--- src/hdl/msd_pkg.sv ---
`default_nettype none
package msd_pkg;

  localparam int unsigned ACCEL_ONE_G     = 16384;
  localparam int unsigned DISPLACE_MARGIN = 2949;

  localparam int unsigned GYRO_ROOT_W  = 24;
  localparam int unsigned ACCEL_ROOT_W = 16;
  localparam int unsigned CFG_INDEX_W  = 3;

  // register indexes on the configuration port
  localparam logic [CFG_INDEX_W-1:0] CFG_MOTION_THRESHOLD   = 3'd0;
  localparam logic [CFG_INDEX_W-1:0] CFG_SHAKE_THRESHOLD    = 3'd1;
  localparam logic [CFG_INDEX_W-1:0] CFG_SAMPLE_PERIOD_MS   = 3'd2;
  localparam logic [CFG_INDEX_W-1:0] CFG_MOTION_COOLDOWN_MS = 3'd3;
  localparam logic [CFG_INDEX_W-1:0] CFG_SHAKE_COOLDOWN_MS  = 3'd4;

  localparam logic [23:0] RST_MOTION_THRESHOLD   = 24'hFFFFFF;
  localparam logic [23:0] RST_SHAKE_THRESHOLD    = 24'hFFFFFF;
  localparam logic [15:0] RST_SAMPLE_PERIOD_MS   = 16'd50;
  localparam logic [15:0] RST_MOTION_COOLDOWN_MS = 16'd1200;
  localparam logic [15:0] RST_SHAKE_COOLDOWN_MS  = 16'd2500;

  localparam logic KIND_SHAKE  = 1'b0;
  localparam logic KIND_MOTION = 1'b1;

  typedef struct packed {
    logic [31:0]        sample_time;
    logic signed [15:0] accel_x;
    logic signed [15:0] accel_y;
    logic signed [15:0] accel_z;
    logic signed [15:0] gyro_x;
    logic signed [15:0] gyro_y;
    logic signed [15:0] gyro_z;
  } sample_t;

  typedef struct packed {
    logic        event_kind;
    logic [23:0] intensity;
    logic [31:0] event_time;
  } result_t;

  typedef struct packed {
    logic       capture;
    logic       commit_time;
    logic       clear_sums;
    logic       square;
    logic [1:0] axis;
    logic       sqrt_start;
    logic       filter;
    logic       load_event;
  } msd_cmd_t;

  typedef struct packed {
    logic early;
    logic sqrt_busy;
    logic hit;
    logic out_free;
  } msd_status_t;

endpackage
`default_nettype wire

--- src/hdl/msd_isqrt.sv ---
`default_nettype none
module msd_isqrt #(
  parameter int unsigned W = msd_pkg::GYRO_ROOT_W
) (
  input  wire logic           clk,
  input  wire logic           rst,
  input  wire logic           start,
  input  wire logic [2*W-1:0] radicand,
  output logic      [W-1:0]   root,
  output logic                busy
);

  localparam int unsigned STEPS = W / 2;
  localparam int unsigned CW    = $clog2(STEPS + 1);

  logic [2*W-1:0] rad;
  logic [W:0]     rem;
  logic [CW-1:0]  cnt;

  logic [W+2:0] t1, trial1, d1, t2, trial2, d2;
  logic         ge1, ge2;
  logic [W:0]   rem1, rem2;
  logic [W-1:0] root1, root2;

  // two result bits per cycle, restoring digit recurrence
  always_comb begin
    t1     = {rem, rad[2*W-1:2*W-2]};
    trial1 = {1'b0, root, 2'b01};
    ge1    = t1 >= trial1;
    d1     = ge1 ? (t1 - trial1) : t1;
    rem1   = d1[W:0];
    root1  = {root[W-2:0], ge1};
    t2     = {rem1, rad[2*W-3:2*W-4]};
    trial2 = {1'b0, root1, 2'b01};
    ge2    = t2 >= trial2;
    d2     = ge2 ? (t2 - trial2) : t2;
    rem2   = d2[W:0];
    root2  = {root1[W-2:0], ge2};
  end

  always_ff @(posedge clk) begin
    if (rst) begin
      busy <= 1'b0;
      cnt  <= '0;
    end else if (start) begin
      busy <= 1'b1;
      cnt  <= CW'(STEPS);
    end else if (busy) begin
      cnt <= cnt - 1'b1;
      if (cnt == CW'(1)) begin
        busy <= 1'b0;
      end
    end
  end

  always_ff @(posedge clk) begin
    if (start) begin
      rad  <= radicand;
      rem  <= '0;
      root <= '0;
    end else if (busy) begin
      rad  <= {rad[2*W-5:0], 4'b0000};
      rem  <= rem2;
      root <= root2;
    end
  end

endmodule
`default_nettype wire

--- src/hdl/msd_datapath.sv ---
`default_nettype none
module msd_datapath #(
  parameter int unsigned ACCEL_ONE_G     = msd_pkg::ACCEL_ONE_G,
  parameter int unsigned DISPLACE_MARGIN = msd_pkg::DISPLACE_MARGIN
) (
  input  wire logic                              clk,
  input  wire logic                              rst,
  input  wire msd_pkg::msd_cmd_t                 cmd,
  output msd_pkg::msd_status_t                   status,
  input  wire msd_pkg::sample_t                  sample,
  output msd_pkg::result_t                       result,
  output logic                                   result_valid,
  input  wire logic                              result_stall,
  input  wire logic                              cfg_valid,
  input  wire logic [msd_pkg::CFG_INDEX_W-1:0]   cfg_index,
  input  wire logic [31:0]                       cfg_data
);

  localparam int unsigned GW = msd_pkg::GYRO_ROOT_W;
  localparam int unsigned AW = msd_pkg::ACCEL_ROOT_W;
  localparam logic signed [17:0] ONE_G  = 18'(ACCEL_ONE_G);
  localparam logic [17:0]        MARGIN = 18'(DISPLACE_MARGIN);

  logic [23:0] motion_threshold, shake_threshold;
  logic [15:0] sample_period_ms, motion_cooldown_ms, shake_cooldown_ms;

  logic [31:0] last_sample_time, last_shake_time, last_motion_time;
  logic [23:0] filtered_rate;

  msd_pkg::sample_t smp;
  logic [31:0]      acc_sum, gyro_sum;

  logic signed [15:0] a_sel, g_sel;
  logic signed [31:0] a_sq, g_sq;

  logic [GW-1:0] gyro_root;
  logic [AW-1:0] acc_root;
  logic          gyro_busy, acc_busy;

  logic [25:0]        filt_sum;
  logic [31:0]        since_sample, since_shake, since_motion;
  logic signed [17:0] dev;
  logic [17:0]        dev_abs;
  logic               displaced, hit_shake, hit_motion;

  always_ff @(posedge clk) begin
    if (rst) begin
      motion_threshold   <= msd_pkg::RST_MOTION_THRESHOLD;
      shake_threshold    <= msd_pkg::RST_SHAKE_THRESHOLD;
      sample_period_ms   <= msd_pkg::RST_SAMPLE_PERIOD_MS;
      motion_cooldown_ms <= msd_pkg::RST_MOTION_COOLDOWN_MS;
      shake_cooldown_ms  <= msd_pkg::RST_SHAKE_COOLDOWN_MS;
    end else if (cfg_valid) begin
      case (cfg_index)
        msd_pkg::CFG_MOTION_THRESHOLD:   motion_threshold   <= cfg_data[23:0];
        msd_pkg::CFG_SHAKE_THRESHOLD:    shake_threshold    <= cfg_data[23:0];
        msd_pkg::CFG_SAMPLE_PERIOD_MS:   sample_period_ms   <= cfg_data[15:0];
        msd_pkg::CFG_MOTION_COOLDOWN_MS: motion_cooldown_ms <= cfg_data[15:0];
        msd_pkg::CFG_SHAKE_COOLDOWN_MS:  shake_cooldown_ms  <= cfg_data[15:0];
        default: ;
      endcase
    end
  end

  always_comb begin
    case (cmd.axis)
      2'd0: begin
        a_sel = smp.accel_x;
        g_sel = smp.gyro_x;
      end
      2'd1: begin
        a_sel = smp.accel_y;
        g_sel = smp.gyro_y;
      end
      2'd2: begin
        a_sel = smp.accel_z;
        g_sel = smp.gyro_z;
      end
      default: begin
        a_sel = '0;
        g_sel = '0;
      end
    endcase
  end

  assign a_sq = 32'(a_sel) * 32'(a_sel);
  assign g_sq = 32'(g_sel) * 32'(g_sel);

  always_ff @(posedge clk) begin
    if (cmd.capture) begin
      smp <= sample;
    end
    if (cmd.clear_sums) begin
      acc_sum  <= '0;
      gyro_sum <= '0;
    end else if (cmd.square) begin
      acc_sum  <= acc_sum + $unsigned(a_sq);
      gyro_sum <= gyro_sum + $unsigned(g_sq);
    end
  end

  // gyro magnitude in Q16.8: root of the sum scaled by 2^16
  msd_isqrt #(.W(GW)) u_gyro_sqrt (
    .clk      (clk),
    .rst      (rst),
    .start    (cmd.sqrt_start),
    .radicand ({gyro_sum, 16'd0}),
    .root     (gyro_root),
    .busy     (gyro_busy)
  );

  msd_isqrt #(.W(AW)) u_accel_sqrt (
    .clk      (clk),
    .rst      (rst),
    .start    (cmd.sqrt_start),
    .radicand (acc_sum),
    .root     (acc_root),
    .busy     (acc_busy)
  );

  assign filt_sum = {1'b0, filtered_rate, 1'b0} + {2'b00, filtered_rate} + {2'b00, gyro_root};

  always_comb begin
    since_sample = smp.sample_time - last_sample_time;
    since_shake  = smp.sample_time - last_shake_time;
    since_motion = smp.sample_time - last_motion_time;
    dev          = $signed({2'b00, acc_root}) - ONE_G;
    dev_abs      = dev[17] ? $unsigned(-dev) : $unsigned(dev);
    displaced    = dev_abs > MARGIN;
    hit_shake    = (filtered_rate >= shake_threshold) &&
                   (since_shake >= {16'd0, shake_cooldown_ms});
    hit_motion   = ((filtered_rate >= motion_threshold) || displaced) &&
                   (since_motion >= {16'd0, motion_cooldown_ms});
  end

  always_ff @(posedge clk) begin
    if (rst) begin
      last_sample_time <= '0;
      last_shake_time  <= '0;
      last_motion_time <= '0;
      filtered_rate    <= '0;
    end else begin
      if (cmd.commit_time) begin
        last_sample_time <= smp.sample_time;
      end
      if (cmd.filter) begin
        filtered_rate <= filt_sum[25:2];
      end
      if (cmd.load_event) begin
        if (hit_shake) begin
          last_shake_time <= smp.sample_time;
        end else begin
          last_motion_time <= smp.sample_time;
        end
      end
    end
  end

  // result register, freed by a transfer
  always_ff @(posedge clk) begin
    if (rst) begin
      result_valid <= 1'b0;
    end else if (cmd.load_event) begin
      result_valid <= 1'b1;
    end else if (!result_stall) begin
      result_valid <= 1'b0;
    end
  end

  always_ff @(posedge clk) begin
    if (cmd.load_event) begin
      result.event_kind <= hit_shake ? msd_pkg::KIND_SHAKE : msd_pkg::KIND_MOTION;
      result.intensity  <= filtered_rate;
      result.event_time <= smp.sample_time;
    end
  end

  always_comb begin
    status.early     = since_sample < {16'd0, sample_period_ms};
    status.sqrt_busy = gyro_busy | acc_busy;
    status.hit       = hit_shake | hit_motion;
    status.out_free  = !result_valid || !result_stall;
  end

endmodule
`default_nettype wire

--- src/hdl/msd_ctrl.sv ---
`default_nettype none
module msd_ctrl (
  input  wire logic                 clk,
  input  wire logic                 rst,
  input  wire logic                 sample_valid,
  output logic                      sample_stall,
  output msd_pkg::msd_cmd_t         cmd,
  input  wire msd_pkg::msd_status_t status
);

  localparam logic [2:0] S_IDLE       = 3'd0;
  localparam logic [2:0] S_CHECK      = 3'd1;
  localparam logic [2:0] S_SQUARE     = 3'd2;
  localparam logic [2:0] S_ROOT_START = 3'd3;
  localparam logic [2:0] S_ROOT       = 3'd4;
  localparam logic [2:0] S_FILTER     = 3'd5;
  localparam logic [2:0] S_DECIDE     = 3'd6;

  localparam logic [1:0] AXIS_LAST = 2'd2;

  logic [2:0] state, state_next;
  logic [1:0] axis, axis_next;

  assign sample_stall = state != S_IDLE;

  always_comb begin
    state_next = state;
    axis_next  = axis;
    cmd        = '0;
    cmd.axis   = axis;
    case (state)
      S_IDLE: begin
        if (sample_valid) begin
          cmd.capture = 1'b1;
          state_next  = S_CHECK;
        end
      end
      S_CHECK: begin
        if (status.early) begin
          state_next = S_IDLE;
        end else begin
          cmd.commit_time = 1'b1;
          cmd.clear_sums  = 1'b1;
          axis_next       = '0;
          state_next      = S_SQUARE;
        end
      end
      S_SQUARE: begin
        cmd.square = 1'b1;
        if (axis == AXIS_LAST) begin
          state_next = S_ROOT_START;
        end else begin
          axis_next = axis + 1'b1;
        end
      end
      S_ROOT_START: begin
        cmd.sqrt_start = 1'b1;
        state_next     = S_ROOT;
      end
      S_ROOT: begin
        if (!status.sqrt_busy) begin
          state_next = S_FILTER;
        end
      end
      S_FILTER: begin
        cmd.filter = 1'b1;
        state_next = S_DECIDE;
      end
      S_DECIDE: begin
        if (!status.hit) begin
          state_next = S_IDLE;
        end else if (status.out_free) begin
          cmd.load_event = 1'b1;
          state_next     = S_IDLE;
        end
      end
      default: begin
        state_next = S_IDLE;
      end
    endcase
  end

  always_ff @(posedge clk) begin
    if (rst) begin
      state <= S_IDLE;
      axis  <= '0;
    end else begin
      state <= state_next;
      axis  <= axis_next;
    end
  end

  a_load_free: assert property (@(posedge clk) disable iff (rst)
    cmd.load_event |-> status.out_free)
    else $error("result loaded while result register still held");

  a_sqrt_runs: assert property (@(posedge clk) disable iff (rst)
    cmd.sqrt_start |=> status.sqrt_busy)
    else $error("square root did not start");

  a_early_drop: assert property (@(posedge clk) disable iff (rst)
    (state == S_CHECK && status.early) |=> (state == S_IDLE && !cmd.load_event))
    else $error("early sample was not dropped");

endmodule
`default_nettype wire

--- src/hdl/motion_shake_detector.sv ---
`default_nettype none
// channel  | handshake             | payload
// sample   | sample_valid/stall    | sample   (msd_pkg::sample_t)
// result   | result_valid/stall    | result   (msd_pkg::result_t)
// config   | cfg_valid/cfg_ready   | cfg_index, cfg_data
//
// an accepted sample is worked through before the next one can transfer, the
// bulk being the 24-bit gyro square root at two bits per cycle; an early
// sample is dropped in the check step.
// synchronous reset loads the register defaults and clears the filter and
// the last sample, shake and motion times.
// a result waits in its own register under result_stall while new samples
// are taken; the block holds in its decision step only if a second event
// meets a full result register. cfg_ready is always high.
module motion_shake_detector #(
  parameter int unsigned ACCEL_ONE_G     = msd_pkg::ACCEL_ONE_G,
  parameter int unsigned DISPLACE_MARGIN = msd_pkg::DISPLACE_MARGIN
) (
  input  wire logic                            clk,
  input  wire logic                            rst,
  input  wire logic                            sample_valid,
  output logic                                 sample_stall,
  input  wire msd_pkg::sample_t                sample,
  output logic                                 result_valid,
  input  wire logic                            result_stall,
  output msd_pkg::result_t                     result,
  input  wire logic                            cfg_valid,
  output logic                                 cfg_ready,
  input  wire logic [msd_pkg::CFG_INDEX_W-1:0] cfg_index,
  input  wire logic [31:0]                     cfg_data
);

  msd_pkg::msd_cmd_t    cmd;
  msd_pkg::msd_status_t status;

  assign cfg_ready = 1'b1;

  msd_ctrl u_ctrl (
    .clk          (clk),
    .rst          (rst),
    .sample_valid (sample_valid),
    .sample_stall (sample_stall),
    .cmd          (cmd),
    .status       (status)
  );

  msd_datapath #(
    .ACCEL_ONE_G     (ACCEL_ONE_G),
    .DISPLACE_MARGIN (DISPLACE_MARGIN)
  ) u_datapath (
    .clk          (clk),
    .rst          (rst),
    .cmd          (cmd),
    .status       (status),
    .sample       (sample),
    .result       (result),
    .result_valid (result_valid),
    .result_stall (result_stall),
    .cfg_valid    (cfg_valid),
    .cfg_index    (cfg_index),
    .cfg_data     (cfg_data)
  );

endmodule
`default_nettype wire

--- config.mk ---
export PLATFORM = sky130hd
export DESIGN_NAME = motion_shake_detector
export DESIGN_NICKNAME = d
export VERILOG_FILES = /design/src/hdl/msd_pkg.sv /design/src/hdl/msd_isqrt.sv /design/src/hdl/msd_datapath.sv /design/src/hdl/msd_ctrl.sv /design/src/hdl/motion_shake_detector.sv
export SDC_FILE = /design/constraint.sdc
export NUM_CORES = 2
export LEC_CHECK = 0
export BUFFER_PORTS_ARGS = -buffer_cell sky130_fd_sc_hd__buf_2
export CAP_MARGIN = 15
export CORE_UTILIZATION = 35
export CTS_CLUSTER_SIZE = 14
export DETAILED_ROUTE_END_ITERATION = 10
export SYNTH_ARGS = -nofsm -noshare
export SYNTH_HDL_FRONTEND = slang
export SYNTH_HIERARCHICAL = 1
export SYNTH_SLANG_ARGS = --single-unit
--- constraint.sdc ---
create_clock -name clk -period 9.1 [get_ports clk]
set_clock_uncertainty 0.1 [all_clocks]
set_input_delay 0.91 -clock clk [delete_from_list [all_inputs] [get_ports clk]]
set_output_delay 0.91 -clock clk [all_outputs]
set_load 0.1 [all_outputs]
---- After elaboration in Yosys (flattened, before gate mapping) ----
Index checks and enable logic that the tools add are counted.
cells by class
  add/sub/neg operators ................... 16
  $mul .................................... 2
  order comparisons ....................... 10
  equality and inequality tests ........... 21
  muxes and demuxes ....................... 44
  bitwise gates (word level) .............. 3
  reduce and logical (&&, ||, !) cells .... 23
operator list
  kind                                                                               count
  48-bit 2-to-1 mux                                                                  2
  16-bit case mux with 3 select lines                                                2
  32-bit subtractor                                                                  3
  32-bit adder                                                                       2
  32-bit by 16-bit greater-or-equal comparator with 1-bit output                     2
  16-bit by 16-bit multiplier with 32-bit output                                     2
  32-bit 2-to-1 mux                                                                  2
  27-bit by 26-bit greater-or-equal comparator with 1-bit output                     2
  25-bit 2-to-1 mux                                                                  2
  25-bit subtractor                                                                  2
  24-bit greater-or-equal comparator                                                 2
  19-bit by 18-bit greater-or-equal comparator with 1-bit output                     2
  17-bit 2-to-1 mux                                                                  2
  17-bit subtractor                                                                  2
  32-bit by 16-bit < comparator with 1-bit output                                    1
  25-bit by 24-bit adder with 26-bit output                                          1
  26-bit by 24-bit adder with 26-bit output                                          1
  3-bit case mux with 7 select lines                                                 1
  18-bit by 12-bit greater-than comparator with 1-bit output, second input constant  1
  18-bit 2-to-1 mux                                                                  1
  18-bit negator                                                                     1
  1-bit 2-to-1 mux                                                                   17
  16-bit by 15-bit subtractor with 17-bit output, second input constant              1
  4-bit 2-to-1 mux                                                                   4
  other kinds (27)                                                                   61
word-level totals
  flip-flop bits (word level) ............. 627
  bits of input ports ..................... 168
  output and inout port bits .............. 60
  word-level logic and storage cells ...... 155

---- Depth between registers and ports, before layout ----
  word-level depth ........................ 10
  depth in mapped cells ................... 34
  gate-level depth less buffers ........... 31

---- Cells and area by module ----
The synthesis kept the hierarchy.
by module, submodules not included
  module                                times used  cells each  area each (µm²)  seq. area each (µm²)
  msd_datapath                          1           4707        44808.0          11180.7
  msd_isqrt at u_datapath.u_gyro_sqrt   1           776         7193.1           2522.4
  msd_isqrt at u_datapath.u_accel_sqrt  1           545         5171.2           1721.7
  msd_ctrl                              1           41          341.6            100.1
  motion_shake_detector                 1           2           11.3             0.0

---- Least setup slack after synthesis ----
Ideal clock, no wire load.
  path type ............................... reg-to-reg
  from .................................... register u_ctrl.axis[0]
  to ...................................... register u_datapath.acc_sum[27]
  setup time .............................. 128 ps
  arrival time ............................ 8157 ps
  required time ........................... 8872 ps
  slack ................................... 715 ps
  stages on the path, launching flop included .. 34
  path buffers ............................ 4
  clock period less this slack ............ 8385 ps
  path through ............................ dfxtp_1 -> clkbuf_1 -> buf_1 -> buf_1 -> mux2i_1 -> nor2_1 -> a21oi_1 -> inv_1 -> clkbuf_1 -> nand2_1 -> inv_1 -> fa_1 -> inv_1 -> fa_1 -> fa_1 -> inv_1 -> fa_1 -> fa_1 -> inv_1 -> fa_1 -> inv_1 -> ha_1 -> and3_1 -> o211ai_1 -> o21ba_2 -> nor4_1 -> o21bai_1 -> a311oi_1 -> o21ai_0 -> a21oi_1 -> nor2_1 -> a2111o_1 -> a31oi_1 -> nor2_1
on the way
  cells in the longest elaborated chain, start to end .. 4
  elaborated cells between the ends (all ways) .. 6
  those cells by class .................... 1 x add/sub; 1 x mul; 2 x eq/ne; 1 x mux; 1 x reduce/logical
ends and longest elaborated chain
  item                                              RTL line            text
  start: declaration                                msd_ctrl.sv:22      logic [1:0] axis, axis_next;
  start signal: assignment                          msd_ctrl.sv:89      axis <= axis_next;
  2-bit == test (tied with other cells)             msd_datapath.sv:66  case (cmd.axis)
  16-bit case mux with 3 select lines *             msd_datapath.sv:66
  16-bit by 16-bit multiplier with 32-bit output *  msd_datapath.sv:86  assign a_sq = 32'(a_sel) * 32'(a_sel);
  32-bit adder *                                    msd_datapath.sv:97  acc_sum <= acc_sum + $unsigned(a_sq);
  end signal: assignment                            msd_datapath.sv:97
  end: declaration                                  msd_datapath.sv:31  logic [31:0] acc_sum, gyro_sum;
Mark *: on every way between the ends. The rest lies on a longest branch, timed or not.
A chain may end at the register's enable or synchronous reset.

---- Final worst setup path ----
  from .................................... register u_ctrl.axis[0]
  to ...................................... register u_datapath.gyro_sum[30]
on the way
  cells in the longest elaborated chain, start to end .. 4
  elaborated cells between the ends (all ways) .. 6
  those cells by class .................... 1 x add/sub; 1 x mul; 2 x eq/ne; 1 x mux; 1 x reduce/logical
ends and longest elaborated chain
  item                                              RTL line            text
  2-bit == test (tied with other cells)             msd_datapath.sv:66
  16-bit case mux with 3 select lines *             msd_datapath.sv:66
  16-bit by 16-bit multiplier with 32-bit output *  msd_datapath.sv:87  assign g_sq = 32'(g_sel) * 32'(g_sel);
  32-bit adder *                                    msd_datapath.sv:98  gyro_sum <= gyro_sum + $unsigned(g_sq);
  end signal: assignment                            msd_datapath.sv:98
  end: declaration                                  msd_datapath.sv:31
Marks and branches as above.

==> impl_results.md <==
* Total overflow reported by the global router at 0
* Cell Area, Synth at 57,500 um^2
* Number of antenna violations at the first check in global routing at 11
* Clock Latency Late Sink at around 0.7 ns
* Setup Buffers After CTS at 0
* Final setup violation count at 0
* Standard cell core area at about 160,000 um^2
* I/O pin total at about 230
* Overall fraction of global-route tracks in use at 0.178
* Critical path data required time at 9.50 ns
* Pin count of the biggest net entering global routing at between 100 and 150
* DPL Wire Length at roughly 120,000 um
* Path type of the worst min-delay path: in -> reg
* P&R area growth vs syn at 11.5%
* Number of endpoints with negative hold slack in the final report at 0
* Rel. slew slack at 0.263
* Slew Viols, Final at 0
* Worst-case setup margin in the final layout at 0.569 ns
* Wire length per cell after detailed routing at roughly 17 um
* Die W at around 410 um
* Instance count of the mapped netlist at 6,071
* Cts bufs inserted at 80
* Highest-delay cell along the critical path: sky130_fd_sc_hd__o21ai_0
* Cell row count at 148
* Post-Synthesis Mean Instance Area at 9.48 um^2
* Clk slew on worst S/H paths at roughly 0.06 ns
* Die Outline Area at 166,000 um^2
* DR vias/cell at between 5 and 6
* Number of buffers and inverters on the critical path at 6
* Sum Neg Setup Slack at 0 ns
* Post-layout min period at 8.53 ns
* Path type of the worst setup path: reg -> reg
* Count of antenna-violating nets left after detailed routing at 0
* Clock tree root buffer cell: sky130_fd_sc_hd__clkbuf_16
* Fraction of layout instances using a drive strength above 1 at 0.0983
* Port Buffers at 218
* Vias in the first global route at 44,500
* Total detailed-routing wirelength at 147,000 um
* Startpoint kind of the worst setup timing path: flop
* Result of the run: completed
* Nets@finish at 7,533
* Dominant synthesized flop cell: sky130_fd_sc_hd__dfxtp_1
* DRC violation count after routing at 0
* TritonCTS sink count at 643
* Crit share post-route at 0.937
* Count of warnings emitted by yosys at 6
* DIE HEIGHT at 407 um
* Iter 0 DRT Violations at 2,610
* Unrepaired setup endpoints after global routing: no
* Number of iterations in the first detailed-routing pass at 7
* Share of Yosys cell area claimed by the top area cell type at 0.194
* Async set-or-reset flop fraction in the synthesized netlist at 0
* Number of flops mapped to enable cells by yosys at 265
* Maximum Capacitance Violations at 0
* Via Count at 42,700
* Count of different cell masters after synthesis at ~120
* Hold buffer count at cts at 0
* Most area-consuming cells after synthesis: sky130_fd_sc_hd__fa_1, sky130_fd_sc_hd__edfxtp_1, sky130_fd_sc_hd__dfxtp_1
* Number of cells in the design after placement at about 8,400
* Routability congestion estimate from global placement at just over 0.9
* Critical Path AT at 8.94 ns
* Max Root-Sink Buffers at 3
* Critical Path Sink Type: flop
* Reg-to-reg slack, setup at between 0.5 and 0.6 ns
* Global-route wire length before repair at roughly 240,000 um
* Layout Utilization at 0.394
* CP Max Fanout at 22
* CTS tree: yes
* Number of storage elements in the synthesis netlist at 643
* Part of the Yosys area used for sequential elements at 0.270
* Starting density of the core at 0.353
* Worst slack at placement at about 0.44 ns
* H-Tree Depth at 3
* Least-Margin Pin Slew at between 1 and 1.5 ns
* CP dominant cell by count: sky130_fd_sc_hd__fa_1
* Achievable Freq at 117 MHz
* Library cell occupying the most area in the post-synthesis netlist: sky130_fd_sc_hd__fa_1
* Category of cells accounting for the largest share of critical-path delay: adder cells
* Final cell count without fillers at 8,536
* Slowest Stage Delay on Critical Path at 0.62 ns
==> routing by layer <==
metal / track usage / vias to the layer above / wire, um
met5: 0 / - / 48
met4: 0.0470 / 8 / 3350
met3: 0.0296 / 201 / 6960
met2: 0.307 / 890 / 71000
met1: 0.229 / 20900 / 65400
li1: - / 20800 / -
==> repair_timing <==
item,4_1_cts,5_1_grt
gates resized for setup,0,6
endpoints found under the hold margin,0,0
setup endpoints to repair,0,6
==> cell type report <==
class / count / area (um^2)
multi-input combinational: 4261 / 37500
clock inverter: 53 / 647
clock buffer: 96 / 2140
timing repair buffer: 307 / 1840
tap: 2175 / 2720
sequential: 643 / 15500
inverter: 996 / 3750
fill: 16300 / 98800
antenna: 5 / 12.5
==> worst paths after layout <==
kind                                    startpoint                          endpoint  depth (start not counted)
hold reg to reg   u_datapath/shake_cooldown_ms[10]  u_datapath/shake_cooldown_ms[10]                          2
setup / recovery                    u_ctrl/axis[0]           u_datapath/gyro_sum[30]                         27
hold / removal                         sample[115]               u_datapath/smp[115]                          1
setup reg to reg                    u_ctrl/axis[0]           u_datapath/gyro_sum[30]                         27
==> worst reg2reg max path, cell delays in order (launching register included) <==
cell and delay (ns):
sky130_fd_sc_hd__dfxtp_4 0.61, sky130_fd_sc_hd__buf_4 0.32, sky130_fd_sc_hd__mux2i_1 0.21, sky130_fd_sc_hd__nor2_1 0.05
sky130_fd_sc_hd__a21oi_1 0.12, sky130_fd_sc_hd__buf_4 0.21, sky130_fd_sc_hd__clkinvlp_4 0.27, sky130_fd_sc_hd__nand2_1 0.23
sky130_fd_sc_hd__fa_1 0.47, sky130_fd_sc_hd__fa_1 0.54, sky130_fd_sc_hd__fa_1 0.53, sky130_fd_sc_hd__inv_1 0.05
sky130_fd_sc_hd__fa_1 0.48, sky130_fd_sc_hd__fa_1 0.55, sky130_fd_sc_hd__inv_1 0.05, sky130_fd_sc_hd__fa_1 0.53
sky130_fd_sc_hd__inv_1 0.05, sky130_fd_sc_hd__ha_1 0.28, sky130_fd_sc_hd__nand3_1 0.12, sky130_fd_sc_hd__o41ai_1 0.56
sky130_fd_sc_hd__a2111oi_1 0.22, sky130_fd_sc_hd__o21ai_0 0.62, sky130_fd_sc_hd__a221oi_1 0.26, sky130_fd_sc_hd__o21ai_0 0.23
sky130_fd_sc_hd__a21oi_1 0.12, sky130_fd_sc_hd__o21ai_0 0.23, sky130_fd_sc_hd__mux2i_1 0.22, sky130_fd_sc_hd__o21ai_0 0.09
==> cells in the mapped netlist (26+ instances only) <==
master                     count
sky130_fd_sc_hd__inv_1       981
sky130_fd_sc_hd__nor2_1      641
sky130_fd_sc_hd__fa_1        558
sky130_fd_sc_hd__ha_1        518
sky130_fd_sc_hd__nand2_1     451
sky130_fd_sc_hd__dfxtp_1     378
sky130_fd_sc_hd__a21oi_1     320
sky130_fd_sc_hd__edfxtp_1    265
sky130_fd_sc_hd__mux2i_1     251
sky130_fd_sc_hd__o21ai_0     152
sky130_fd_sc_hd__xnor2_1     147
sky130_fd_sc_hd__clkbuf_1    132
sky130_fd_sc_hd__a21o_1      124
sky130_fd_sc_hd__xor2_1       83
sky130_fd_sc_hd__nand3_1      80
sky130_fd_sc_hd__mux2_2       78
sky130_fd_sc_hd__nor3_1       66
sky130_fd_sc_hd__a211o_1      58
sky130_fd_sc_hd__o21a_1       58
sky130_fd_sc_hd__nand2b_1     52
sky130_fd_sc_hd__nor2b_1      47
sky130_fd_sc_hd__a211oi_1     46
sky130_fd_sc_hd__a31oi_1      34
sky130_fd_sc_hd__nand4_1      30
sky130_fd_sc_hd__o21bai_1     29
sky130_fd_sc_hd__nor3b_1      26
==> sequential cells by signal, summed over array words and instances (netlist names), 2 cells and up <==
name                           flops
u_datapath/smp                   128
u_datapath/result                 57
u_datapath/u_gyro_sqrt/rad        48
u_datapath/acc_sum                32
u_datapath/gyro_sum               32
u_datapath/last_motion_time       32
u_datapath/last_sample_time       32
u_datapath/last_shake_time        32
u_datapath/u_accel_sqrt/rad       32
u_datapath/u_gyro_sqrt/rem        25
u_datapath/filtered_rate          24
u_datapath/motion_threshold       24
u_datapath/shake_threshold        24
u_datapath/u_gyro_sqrt/root       24
u_datapath/u_accel_sqrt/rem       17
u_datapath/motion_cooldown_ms     16
u_datapath/sample_period_ms       16
u_datapath/shake_cooldown_ms      16
u_datapath/u_accel_sqrt/root      16
u_datapath/u_accel_sqrt/cnt        4
u_datapath/u_gyro_sqrt/cnt         4
u_ctrl/state                       3
u_ctrl/axis                        2
==> per-stage QoR <==
step / instance area, um^2 / hold WS [ns]
after floorplan: 57600 / 0.324
after global placement: 61300 / 0.343
after detailed placement: 61300 / 0.347
after CTS: 64100 / 0.186
after global routing: 64100 / 0.207
final: 64200 / 0.263
==> kinds of logic (layout without fill, tap and decap cells) <==
group | Yosys count | count (layout) | synth area share
AND/OR/NAND/NOR | 1546 | 1546 | 0.122
buffers and inverters | 1182 | 1452 | 0.0801
adder cells (fa/ha/maj) | 1076 | 1076 | 0.307
AO/OA/AOI/OAI | 1062 | 1062 | 0.127
flip-flops | 643 | 643 | 0.270
multiplexers | 330 | 330 | 0.0591
XOR/XNOR | 230 | 230 | 0.0350
other | 2 | 22 | 0.000131
==> cells in the final DEF (no fill, tap or decap), types with 15 or more instances in the layout <==
master	instances
sky130_fd_sc_hd__mux2_2	78
sky130_fd_sc_hd__buf_2	217
sky130_fd_sc_hd__nor3_1	65
sky130_fd_sc_hd__a211oi_1	46
sky130_fd_sc_hd__a21o_1	124
sky130_fd_sc_hd__nand3_1	80
sky130_fd_sc_hd__xor2_1	83
sky130_fd_sc_hd__o31ai_1	25
sky130_fd_sc_hd__nand2b_1	52
sky130_fd_sc_hd__nor4_1	17
sky130_fd_sc_hd__o211ai_1	18
sky130_fd_sc_hd__conb_1	17
sky130_fd_sc_hd__a211o_1	58
sky130_fd_sc_hd__mux2i_1	251
sky130_fd_sc_hd__o21a_1	58
sky130_fd_sc_hd__dfxtp_1	374
sky130_fd_sc_hd__o21ai_0	152
sky130_fd_sc_hd__nor3b_1	26
sky130_fd_sc_hd__nor2b_1	46
sky130_fd_sc_hd__a31oi_1	34
sky130_fd_sc_hd__nand2_1	450
sky130_fd_sc_hd__buf_4	84
sky130_fd_sc_hd__and2_1	19
sky130_fd_sc_hd__clkbuf_16	83
sky130_fd_sc_hd__inv_1	979
sky130_fd_sc_hd__xnor2_1	147
sky130_fd_sc_hd__ha_1	518
sky130_fd_sc_hd__fa_1	558
sky130_fd_sc_hd__and3_1	18
sky130_fd_sc_hd__o21bai_1	29
sky130_fd_sc_hd__nand4_1	30
sky130_fd_sc_hd__edfxtp_1	265
sky130_fd_sc_hd__nand3b_1	17
sky130_fd_sc_hd__or3_1	17
sky130_fd_sc_hd__a21oi_1	318
sky130_fd_sc_hd__nor2_1	638
sky130_fd_sc_hd__o22ai_1	15
Power is left out: the tool's default activity adds up to more than one toggle a clock period on the data nets, which glitch-free logic cannot reach.
